$ cat src/hw/rtl/llm_pkg.sv
// Shared types, constants and arithmetic helpers of the link liveness monitor.
`default_nettype none

package llm_pkg;

  typedef enum logic [1:0] {
    HEALTH_UNKNOWN = 2'd0,
    HEALTH_HEALTHY = 2'd1,
    HEALTH_SUSPECT = 2'd2,
    HEALTH_OFFLINE = 2'd3
  } health_e;

  typedef enum logic [2:0] {
    CMD_RESTART    = 3'd0,
    CMD_SUCCESS    = 3'd1,
    CMD_MISS       = 3'd2,
    CMD_TICK       = 3'd3,
    CMD_PROBE_SENT = 3'd4
  } cmd_e;

  localparam logic [31:0] SRTT_RESET       = 32'd100000;
  localparam logic [31:0] RTTVAR_RESET     = 32'd50000;
  localparam logic [16:0] LOSS_LOW_MARK    = 17'd1311;
  localparam logic [19:0] LOSS_MISS_STEP   = 20'd65536;
  localparam logic [33:0] RTO_VAR_FLOOR    = 34'd10000;
  localparam logic [19:0] ROUND_UP_1000    = 20'd999;
  // ceil(2^30 / 1000): exact floor division for dividends below 2^20
  localparam logic [20:0] RECIP_1000       = 21'd1073742;
  localparam int unsigned RECIP_SHIFT      = 30;
  // 1000000 / 65536 == 15625 / 1024
  localparam logic [13:0] PPM_NUM          = 14'd15625;
  localparam logic [9:0]  SUSPECT_INTERVAL = 10'd100;
  localparam logic [7:0]  MISS_MAX         = 8'd255;

  typedef struct packed {
    logic [9:0]  interval;     // interval when not suspect
    logic [9:0]  rto;
    logic [10:0] off_b3;       // offline deadline, budget 3, not suspect
    logic [10:0] off_b4;
    logic [10:0] off_b3_susp;  // same with the suspect interval
    logic [10:0] off_b4_susp;
  } timers_t;

  typedef struct packed {
    health_e     health;
    logic [31:0] srtt;
    logic [31:0] rttvar;
    logic [16:0] loss;
    logic [7:0]  miss;
    logic        seeded;
    logic [47:0] last_ack;
    logic [47:0] next_probe;
  } state_t;

  // ceil(v / 1000) for v up to 1000000
  function automatic logic [9:0] ceil_div1000(input logic [19:0] v);
    logic [19:0] w;
    logic [40:0] prod;
    begin
      w    = v + ROUND_UP_1000;
      prod = {21'b0, w} * {20'b0, RECIP_1000};
      return prod[RECIP_SHIFT+9:RECIP_SHIFT];
    end
  endfunction

  function automatic logic [47:0] sat_add48(input logic [47:0] base, input logic [9:0] ival);
    logic [48:0] t;
    begin
      t = {1'b0, base} + {39'b0, ival};
      return t[48] ? {48{1'b1}} : t[47:0];
    end
  endfunction

  function automatic logic [9:0] cur_interval(input health_e h, input timers_t tm);
    return (h == HEALTH_SUSPECT) ? SUSPECT_INTERVAL : tm.interval;
  endfunction

  function automatic logic low_loss(input logic [16:0] loss);
    return loss < LOSS_LOW_MARK;
  endfunction

  function automatic logic [10:0] cur_offline(input health_e h, input logic [16:0] loss,
                                              input timers_t tm);
    logic susp;
    logic low;
    begin
      susp = (h == HEALTH_SUSPECT);
      low  = low_loss(loss);
      if (susp) begin
        return low ? tm.off_b3_susp : tm.off_b4_susp;
      end
      return low ? tm.off_b3 : tm.off_b4;
    end
  endfunction

endpackage

`default_nettype wire

$ cat src/hw/rtl/llm_timers.sv
// Two-stage timer estimate pipeline: probe interval, RTO and offline deadlines.
`default_nettype none

module llm_timers (
  input  wire logic                  clk_i,
  input  wire logic                  profile_i,
  input  wire logic [31:0]           srtt_i,
  input  wire logic [31:0]           rttvar_i,
  output llm_pkg::timers_t           timers_o
);

  logic [9:0]  interval_q, interval_d;
  logic [9:0]  rto_q, rto_d;
  logic [10:0] off_b3_q, off_b4_q, off_b3_susp_q, off_b4_susp_q;

  logic [33:0] est;
  logic [34:0] iv, iv_lo, iv_hi, iv_c;
  logic [33:0] var4, var_term;
  logic [34:0] rv, rv_hi, rv_c;

  function automatic logic [10:0] offline_calc(input logic [9:0] rto, input logic [11:0] bi,
                                               input logic profile);
    logic [11:0] d;
    logic [11:0] lo;
    logic [11:0] hi;
    begin
      d  = ({2'b0, rto} > bi) ? {2'b0, rto} : bi;
      lo = profile ? 12'd900 : 12'd600;
      hi = profile ? 12'd1800 : 12'd900;
      if (d < lo) d = lo;
      if (d > hi) d = hi;
      return d[10:0];
    end
  endfunction

  // Stage one: clamp the dividend, then round up to milliseconds
  always_comb begin
    est   = {2'b0, srtt_i} + {1'b0, rttvar_i, 1'b0};
    iv    = profile_i ? {est, 1'b0} : {1'b0, est};
    iv_lo = profile_i ? 35'd250000 : 35'd100000;
    iv_hi = profile_i ? 35'd750000 : 35'd250000;
    if (iv < iv_lo) begin
      iv_c = iv_lo;
    end else if (iv > iv_hi) begin
      iv_c = iv_hi;
    end else begin
      iv_c = iv;
    end
    interval_d = llm_pkg::ceil_div1000(iv_c[19:0]);

    var4     = {rttvar_i, 2'b0};
    var_term = (var4 > llm_pkg::RTO_VAR_FLOOR) ? var4 : llm_pkg::RTO_VAR_FLOOR;
    rv       = {3'b0, srtt_i} + {1'b0, var_term};
    rv_hi    = profile_i ? 35'd1000000 : 35'd500000;
    if (rv < 35'd100000) begin
      rv_c = 35'd100000;
    end else if (rv > rv_hi) begin
      rv_c = rv_hi;
    end else begin
      rv_c = rv;
    end
    rto_d = llm_pkg::ceil_div1000(rv_c[19:0]);
  end

  always_ff @(posedge clk_i) begin
    interval_q <= interval_d;
    rto_q      <= rto_d;
  end

  // Stage two: offline deadline for each budget and interval choice
  always_ff @(posedge clk_i) begin
    off_b3_q      <= offline_calc(rto_q, {1'b0, interval_q, 1'b0} + {2'b0, interval_q},
                                  profile_i);
    off_b4_q      <= offline_calc(rto_q, {interval_q, 2'b0}, profile_i);
    off_b3_susp_q <= offline_calc(rto_q, 12'd300, profile_i);
    off_b4_susp_q <= offline_calc(rto_q, 12'd400, profile_i);
  end

  assign timers_o.interval    = interval_q;
  assign timers_o.rto         = rto_q;
  assign timers_o.off_b3      = off_b3_q;
  assign timers_o.off_b4      = off_b4_q;
  assign timers_o.off_b3_susp = off_b3_susp_q;
  assign timers_o.off_b4_susp = off_b4_susp_q;

endmodule

`default_nettype wire

$ cat src/hw/rtl/llm_state.sv
// Estimator and health state registers with their per-item update logic.
`default_nettype none

module llm_state (
  input  wire logic                  clk_i,
  input  wire logic                  rst_ni,
  input  wire logic                  accept_i,
  input  wire logic [2:0]            cmd_i,
  input  wire logic [47:0]           now_i,
  input  wire logic [31:0]           rtt_i,
  input  wire logic                  fix_i,
  input  llm_pkg::timers_t           timers_i,
  output llm_pkg::state_t            state_o
);

  llm_pkg::state_t state_q, state_d;

  logic [31:0] rtt1;
  logic [31:0] err;
  logic [34:0] var_sum;
  logic [34:0] srtt_sum;
  logic [19:0] loss7;
  logic [19:0] loss_miss;
  logic [47:0] age;
  logic [7:0]  budget;

  always_comb begin
    rtt1      = (rtt_i == 32'd0) ? 32'd1 : rtt_i;
    err       = (rtt1 > state_q.srtt) ? rtt1 - state_q.srtt : state_q.srtt - rtt1;
    var_sum   = {2'b0, state_q.rttvar, 1'b0} + {3'b0, state_q.rttvar} + {3'b0, err};
    srtt_sum  = {state_q.srtt, 3'b0} - {3'b0, state_q.srtt} + {3'b0, rtt1};
    loss7     = {state_q.loss, 3'b0} - {3'b0, state_q.loss};
    loss_miss = loss7 + llm_pkg::LOSS_MISS_STEP;
    age       = (now_i >= state_q.last_ack) ? now_i - state_q.last_ack : 48'd0;
    budget    = llm_pkg::low_loss(state_q.loss) ? 8'd3 : 8'd4;

    state_d = state_q;
    // Finish the probe schedule of a success once its new interval is known
    if (fix_i) begin
      state_d.next_probe = llm_pkg::sat_add48(state_q.next_probe, timers_i.interval);
    end
    if (accept_i) begin
      case (cmd_i)
        llm_pkg::CMD_RESTART: begin
          state_d.health     = llm_pkg::HEALTH_UNKNOWN;
          state_d.srtt       = llm_pkg::SRTT_RESET;
          state_d.rttvar     = llm_pkg::RTTVAR_RESET;
          state_d.loss       = 17'd0;
          state_d.miss       = 8'd0;
          state_d.seeded     = 1'b0;
          state_d.last_ack   = now_i;
          state_d.next_probe = now_i;
        end
        llm_pkg::CMD_SUCCESS: begin
          if (!state_q.seeded) begin
            state_d.srtt   = rtt1;
            state_d.rttvar = {1'b0, rtt1[31:1]};
            state_d.seeded = 1'b1;
          end else begin
            state_d.rttvar = var_sum[33:2];
            state_d.srtt   = srtt_sum[34:3];
          end
          state_d.loss       = loss7[19:3];
          state_d.last_ack   = now_i;
          state_d.miss       = 8'd0;
          state_d.health     = llm_pkg::HEALTH_HEALTHY;
          // Hold the base time; the interval is added after the timers refresh
          state_d.next_probe = now_i;
        end
        llm_pkg::CMD_MISS: begin
          state_d.loss = loss_miss[19:3];
          if (state_q.miss != llm_pkg::MISS_MAX) begin
            state_d.miss = state_q.miss + 8'd1;
          end
          if (state_q.health != llm_pkg::HEALTH_OFFLINE) begin
            state_d.health = llm_pkg::HEALTH_SUSPECT;
          end
        end
        llm_pkg::CMD_TICK: begin
          if (age >= {37'b0, llm_pkg::cur_offline(state_q.health, state_q.loss, timers_i)}
              && state_q.miss >= budget) begin
            state_d.health = llm_pkg::HEALTH_OFFLINE;
          end else if (state_q.miss != 8'd0 || age >= {38'b0, timers_i.rto}) begin
            state_d.health = llm_pkg::HEALTH_SUSPECT;
          end else if (state_q.seeded) begin
            state_d.health = llm_pkg::HEALTH_HEALTHY;
          end
        end
        llm_pkg::CMD_PROBE_SENT: begin
          state_d.next_probe =
            llm_pkg::sat_add48(now_i, llm_pkg::cur_interval(state_q.health, timers_i));
        end
        default: begin
        end
      endcase
    end
  end

  always_ff @(posedge clk_i or negedge rst_ni) begin
    if (!rst_ni) begin
      state_q.health     <= llm_pkg::HEALTH_UNKNOWN;
      state_q.srtt       <= llm_pkg::SRTT_RESET;
      state_q.rttvar     <= llm_pkg::RTTVAR_RESET;
      state_q.loss       <= 17'd0;
      state_q.miss       <= 8'd0;
      state_q.seeded     <= 1'b0;
      state_q.last_ack   <= 48'd0;
      state_q.next_probe <= 48'd0;
    end else begin
      state_q <= state_d;
    end
  end

  assign state_o = state_q;

endmodule

`default_nettype wire

$ cat src/hw/rtl/llm_result.sv
// Result register: forms the reported fields and holds them while stalled.
`default_nettype none

module llm_result (
  input  wire logic                  clk_i,
  input  wire logic                  rst_ni,
  input  wire logic                  load_i,
  input  wire logic                  out_stall_i,
  input  llm_pkg::state_t            state_i,
  input  llm_pkg::timers_t           timers_i,
  input  wire logic [47:0]           now_i,
  output logic                       out_valid_o,
  output logic [1:0]                 health_o,
  output logic                       probe_due_o,
  output logic [9:0]                 probe_interval_ms_o,
  output logic [9:0]                 rto_ms_o,
  output logic [10:0]                offline_ms_o,
  output logic [19:0]                loss_ppm_o
);

  logic        valid_q;
  logic [1:0]  health_q;
  logic        probe_due_q;
  logic [9:0]  interval_q;
  logic [9:0]  rto_q;
  logic [10:0] offline_q;
  logic [19:0] ppm_q;
  logic [30:0] ppm_prod;

  assign ppm_prod = {14'b0, state_i.loss} * {17'b0, llm_pkg::PPM_NUM};

  always_ff @(posedge clk_i or negedge rst_ni) begin
    if (!rst_ni) begin
      valid_q <= 1'b0;
    end else if (load_i) begin
      valid_q <= 1'b1;
    end else if (!out_stall_i) begin
      valid_q <= 1'b0;
    end
  end

  always_ff @(posedge clk_i) begin
    if (load_i) begin
      health_q    <= state_i.health;
      probe_due_q <= now_i >= state_i.next_probe;
      interval_q  <= llm_pkg::cur_interval(state_i.health, timers_i);
      rto_q       <= timers_i.rto;
      offline_q   <= llm_pkg::cur_offline(state_i.health, state_i.loss, timers_i);
      ppm_q       <= ppm_prod[29:10];
    end
  end

  assign out_valid_o         = valid_q;
  assign health_o            = health_q;
  assign probe_due_o         = probe_due_q;
  assign probe_interval_ms_o = interval_q;
  assign rto_ms_o            = rto_q;
  assign offline_ms_o        = offline_q;
  assign loss_ppm_o          = ppm_q;

endmodule

`default_nettype wire

$ cat src/hw/rtl/link_liveness_monitor.sv
// Top level of the link liveness monitor: handshake, refresh control and config.
// Result: an accepted item's result is loaded into the result register once no
//   timer refresh is pending, so a restart or a probe success waits for its refresh.
// Throughput: one item per cycle for miss, tick, probe sent and unused codes while
//   the result is not stalled; restart, probe success and a config write refresh
//   the two-stage timer pipeline, which holds off the next item until it settles.
// Reset: asynchronous, active low; state returns to its initial estimates and
//   no item is taken while the timers settle.
`default_nettype none

module link_liveness_monitor (
  input  wire logic        clk_i,
  input  wire logic        rst_ni,
  input  wire logic        cfg_we_i,
  input  wire logic        cfg_wdata_i,
  input  wire logic        in_valid_i,
  output logic             in_stall_o,
  input  wire logic [2:0]  cmd_i,
  input  wire logic [47:0] now_ms_i,
  input  wire logic [31:0] rtt_us_i,
  output logic             out_valid_o,
  input  wire logic        out_stall_i,
  output logic [1:0]       health_o,
  output logic             probe_due_o,
  output logic [9:0]       probe_interval_ms_o,
  output logic [9:0]       rto_ms_o,
  output logic [10:0]      offline_ms_o,
  output logic [19:0]      loss_ppm_o
);

  logic             profile_q;
  logic [1:0]       stale_q, stale_d;
  logic             fix_q, fix_d;
  logic             pend_q, pend_d;
  logic [47:0]      pend_now_q;
  logic             in_acc;
  logic             pend_go;
  logic             refresh;

  llm_pkg::state_t  state;
  llm_pkg::timers_t timers;

  assign pend_go    = pend_q && (stale_q == 2'd0) && (!out_valid_o || !out_stall_i);
  assign in_stall_o = (stale_q != 2'd0) || (pend_q && !pend_go);
  assign in_acc     = in_valid_i && !in_stall_o;
  assign refresh    = cfg_we_i || (in_acc && (cmd_i == llm_pkg::CMD_RESTART ||
                                             cmd_i == llm_pkg::CMD_SUCCESS));

  always_comb begin
    stale_d = stale_q;
    if (refresh) begin
      stale_d = 2'd2;
    end else if (stale_q != 2'd0) begin
      stale_d = stale_q - 2'd1;
    end

    fix_d = fix_q;
    if (in_acc && cmd_i == llm_pkg::CMD_SUCCESS) begin
      fix_d = 1'b1;
    end else if (stale_q == 2'd1) begin
      fix_d = 1'b0;
    end

    pend_d = pend_q;
    if (in_acc) begin
      pend_d = 1'b1;
    end else if (pend_go) begin
      pend_d = 1'b0;
    end
  end

  always_ff @(posedge clk_i or negedge rst_ni) begin
    if (!rst_ni) begin
      profile_q <= 1'b0;
      stale_q   <= 2'd2;
      fix_q     <= 1'b0;
      pend_q    <= 1'b0;
    end else begin
      if (cfg_we_i) begin
        profile_q <= cfg_wdata_i;
      end
      stale_q <= stale_d;
      fix_q   <= fix_d;
      pend_q  <= pend_d;
    end
  end

  always_ff @(posedge clk_i) begin
    if (in_acc) begin
      pend_now_q <= now_ms_i;
    end
  end

  llm_timers u_timers (
    .clk_i     (clk_i),
    .profile_i (profile_q),
    .srtt_i    (state.srtt),
    .rttvar_i  (state.rttvar),
    .timers_o  (timers)
  );

  llm_state u_state (
    .clk_i    (clk_i),
    .rst_ni   (rst_ni),
    .accept_i (in_acc),
    .cmd_i    (cmd_i),
    .now_i    (now_ms_i),
    .rtt_i    (rtt_us_i),
    .fix_i    (fix_q && (stale_q == 2'd1)),
    .timers_i (timers),
    .state_o  (state)
  );

  llm_result u_result (
    .clk_i               (clk_i),
    .rst_ni              (rst_ni),
    .load_i              (pend_go),
    .out_stall_i         (out_stall_i),
    .state_i             (state),
    .timers_i            (timers),
    .now_i               (pend_now_q),
    .out_valid_o         (out_valid_o),
    .health_o            (health_o),
    .probe_due_o         (probe_due_o),
    .probe_interval_ms_o (probe_interval_ms_o),
    .rto_ms_o            (rto_ms_o),
    .offline_ms_o        (offline_ms_o),
    .loss_ppm_o          (loss_ppm_o)
  );

endmodule

`default_nettype wire

$ cat config.mk
export PLATFORM = sky130hd
export DESIGN_NAME = link_liveness_monitor
export DESIGN_NICKNAME = d
export VERILOG_FILES = /design/src/hw/rtl/llm_pkg.sv /design/src/hw/rtl/llm_timers.sv /design/src/hw/rtl/llm_state.sv /design/src/hw/rtl/llm_result.sv /design/src/hw/rtl/link_liveness_monitor.sv
export SDC_FILE = /design/constraint.sdc
export NUM_CORES = 2
export LEC_CHECK = 0
export BUFFER_PORTS_ARGS = -buffer_cell sky130_fd_sc_hd__buf_4
export CELL_PAD_IN_SITES_DETAIL_PLACEMENT = 0
export CELL_PAD_IN_SITES_GLOBAL_PLACEMENT = 1
export CORE_UTILIZATION = 30
export CTS_CLUSTER_DIAMETER = 30
export CTS_CLUSTER_SIZE = 30
export DETAILED_ROUTE_END_ITERATION = 10
export PLACE_DENSITY_LB_ADDON = 0.1
export SYNTH_ARGS = -nofsm -noshare
export SYNTH_HDL_FRONTEND = slang
export SYNTH_HIERARCHICAL = 1
export SYNTH_SLANG_ARGS = --single-unit
$ cat constraint.sdc
create_clock -name clk_i -period 11.81 [get_ports clk_i]
set_input_delay 1.181 -clock clk_i [delete_from_list [all_inputs] [get_ports clk_i]]
set_output_delay 1.181 -clock clk_i [all_outputs]
set_load 0.02 [all_outputs]
==> metrics.yaml <==
detailed_routing:
  via_per_inst: 5.21
  num_vias: 47900
  drt-pass1-iter-count: 5
  routed_wl_um: 199000
  drt-initial-drc-count: 2844
  drc: 0
  m1WireLength_um: 94600
  drtAntennaViolNets: 0
  wl_met2_um: 94100
  avgRoutedWirePerCell_um: 21.7
  met3WireLength_um: 6190
  highest_layer: "met4"
logic_synthesis:
  yosysSeqAreaShare: 0.171
  ys_async_sr_fraction: 0.539
  yosysWarnings: 6
  yosysUniqueCellTypes: 132
  synthAdderAreaFrac: 0.312
  muxShareOfSynthArea: 0.0217
  synth-edff-count: 102
  yosys.area_share.simple: 0.157
  synthCells: 6427
  syn_area_um2: 53900
  synth_compound_area_frac: 0.214
  syn_area_per_cell_um2: 8.38
  synth-main-ff-cell: "dfrtp_1"
  ys_ff_latch: 360
  synth_xor_area_frac: 0.0444
  synth_top_family_by_area: "adder cells"
setup_path:
  slowest_delay_ns: 0.53
  required_ns: 12.47
  critPathLaunchType: "flip-flop"
  crit_type: "reg -> reg"
  endpoint_kind: "flip-flop"
  worstPathArrival_ns: 11.95
  critPathSlowestCell: "or4_1"
  worst-path-buf-inv: 6
  crit_family: "simple AND/OR/NAND/NOR gates"
  crit_fanout: 5
  cp_common_cell: "ha_1"
placed_design:
  io_buffer_count: 144
  dpl.hpwl_um: 163000
  postPlaceCellArea_um2: 59000
  routabilityCongestion: 0.889
floorplan:
  die-area_um2: 181000
  rows: 155
  core-area_um2: 178000
  fp.dieH_um: 426
  start_util: 0.302
  die_w_um: 426
  io_pins: 145
global_route:
  overflow: 0
  grt_usage: 0.217
  grt_pass1_vias: 49100
  grt_max_degree: 86
  antenna_found_initial: 6
  grt_pass1_wl_um: 303000
sta:
  worst_pin_slew_ns: 1.23
  fin_crit_sh: 0.956
  hold_violations: 0
  clock-skew-final_ns: 0.0649
  post-route-min-period_ns: 11.29
  setup_viol: 0
  maxSlewHeadroom: 0.167
  drv_slew: 0
  timing.fmax_mhz: 88.6
cells_and_area:
  area_delta_synth_final_pct: 17.5
  nets: 7984
  fin_util: 0.355
  drive_gt1_frac: 0.125
  design_area_um2: 63300
cts:
  ctsHoldBuffers: 0
  root_buffer: "clkbuf_16"
  cts.clk_slew.worst_paths_ns: 0.05
  htree_levels: 3
  clock_sinks: 360
  clock_latency_ns: 0.75
  cts_tree: "done"
  clock_path_buffers: 3
  cts_buffers: 108
hold_path:
  hold_class: "reg -> reg"
outcome:
  status: "finished, final reports clean"
run:
  maxCapViolations: 0
per-stage QoR:
step	hold slack [ns]	std cells	TNS (ns)	worst slack, ns
after floorplan	0.450	6429	0	0.318
after global placement	0.465	8963	-1.27	-0.333
after detailed placement	0.478	8963	-1.55	-0.339
after CTS	0.487	9173	0	0.0236
after global routing	0.514	9185	-0.0791	-0.0246
final	0.481	9186	0	0.520
metal layers:
metal  vias to the layer above  track usage
met4                         0       0.0563
met2                       819        0.366
met5                         -            0
met1                     23400        0.295
li1                      23400            -
met3                       187       0.0208
layout by cell type, fill, tap and decap left out, types with 20 or more instances in the layout:
cell type	synthesis	layout
nor2_1	369	362
and4_1	20	20
a21boi_0	23	21
a21o_1	185	185
ha_1	866	862
or2_2	32	32
a211oi_1	72	67
nand2b_1	79	78
a31oi_1	54	53
o21ai_1	22	24
fa_1	297	295
o21bai_1	40	40
a22oi_1	24	24
edfxtp_1	102	102
xor2_1	110	108
a21oi_1	486	479
and3_1	56	55
nand3_1	135	133
nand2_1	387	385
inv_1	868	867
clkbuf_16	0	111
nor3_1	121	117
nand4_1	110	110
clkinv_2	0	21
nor2b_1	79	77
and2_1	68	65
nor4_1	55	51
dfxtp_1	64	64
o22ai_1	46	46
o21a_1	79	79
xnor2_1	156	154
mux2i_1	76	76
o31ai_1	30	29
o211ai_1	67	67
or3_1	47	47
dfrtp_1	181	176
o21ai_0	362	356
buf_4	3	436
registers in the layout, summed over array words and instances, names as in the netlist:
name	flops
u_state/state_o	188
pend_now_q	48
u_result/loss_ppm_o	20
u_result/offline_ms_o	11
u_timers/off_b3_q	11
u_timers/off_b3_susp_q	11
u_timers/off_b4_q	11
u_timers/off_b4_susp_q	11
u_result/probe_interval_ms_o	10
u_result/rto_ms_o	10
u_timers/interval_q	10
u_timers/rto_q	10
stale_q	2
u_result/health_o	2
fix_q	1
pend_q	1
profile_q	1
u_result/out_valid_o	1
u_result/probe_due_o	1
tightest hold or removal path: stages (launching register included):
cell,delay [ns]
dfrtp_1,0.34
nand2_1,0.05
o21ai_0,0.06
worst paths after layout:
check | slack [ns] | end | start | cells past startpoint
max | 0.52 | u_timers/interval_q[9]$_DFF_P_ | u_state/state_o[122]$_DFFE_PN0P_ | 50
min | 0.48 | u_state/state_o[88]$_DFFE_PN0P_ | u_state/state_o[88]$_DFFE_PN0P_ | 2
max reg2reg | 0.52 | u_timers/interval_q[9]$_DFF_P_ | u_state/state_o[122]$_DFFE_PN0P_ | 50
min reg2reg | 0.48 | u_state/state_o[88]$_DFFE_PN0P_ | u_state/state_o[88]$_DFFE_PN0P_ | 2
max in group asynchronous | 9.77 | u_state/state_o[96]$_DFFE_PN0P_ | rst_ni | 2
min in group asynchronous | 0.52 | u_state/state_o[115]$_DFFE_PN0P_ | rst_ni | 1
cell families after synthesis:
logic type,Yosys count
AOI/OAI and AO/OA,1757
muxes,101
other,2
adders and majority gates,1163
DFF,360
and+or+nand+nor,1661
buffers and inverters,1114
xor gates and xnor gates,269
Yosys cell counts, types with 76 or more instances:
cell	count	area, um2
a21o_1	185	1390
a21oi_1	486	2430
clkbuf_1	197	739
dfrtp_1	181	4530
edfxtp_1	102	3060
fa_1	297	5950
ha_1	866	10800
inv_1	868	3260
mux2i_1	76	761
nand2_1	387	1450
nand2b_1	79	494
nand3_1	135	676
nand4_1	110	688
nor2_1	369	1390
nor2b_1	79	494
nor3_1	121	606
o21a_1	79	593
o21ai_0	362	1810
xnor2_1	156	1370
xor2_1	110	963
timing repair:
action | CTS | global route
pin swaps | 5 | 29
hold endpoints to repair | 0 | 0
endpoints found under the setup margin | 8 | 20
setup buffers | 5 | 9
gates resized for setup | 14 | 65
area by class of cell:
type,count,area (um2)
flip-flops and latches,360,9220
fillers,18700,115000
multi-input cells,4955,40700
clock inverters,64,853
clock buffers,141,3050
well taps,2355,2950
repair buffers,437,3290
inverters,870,3270
diodes,4,10.0
Power is not shown: default switching activity piles up to over one toggle a cycle in this logic, so the estimate is an artifact.
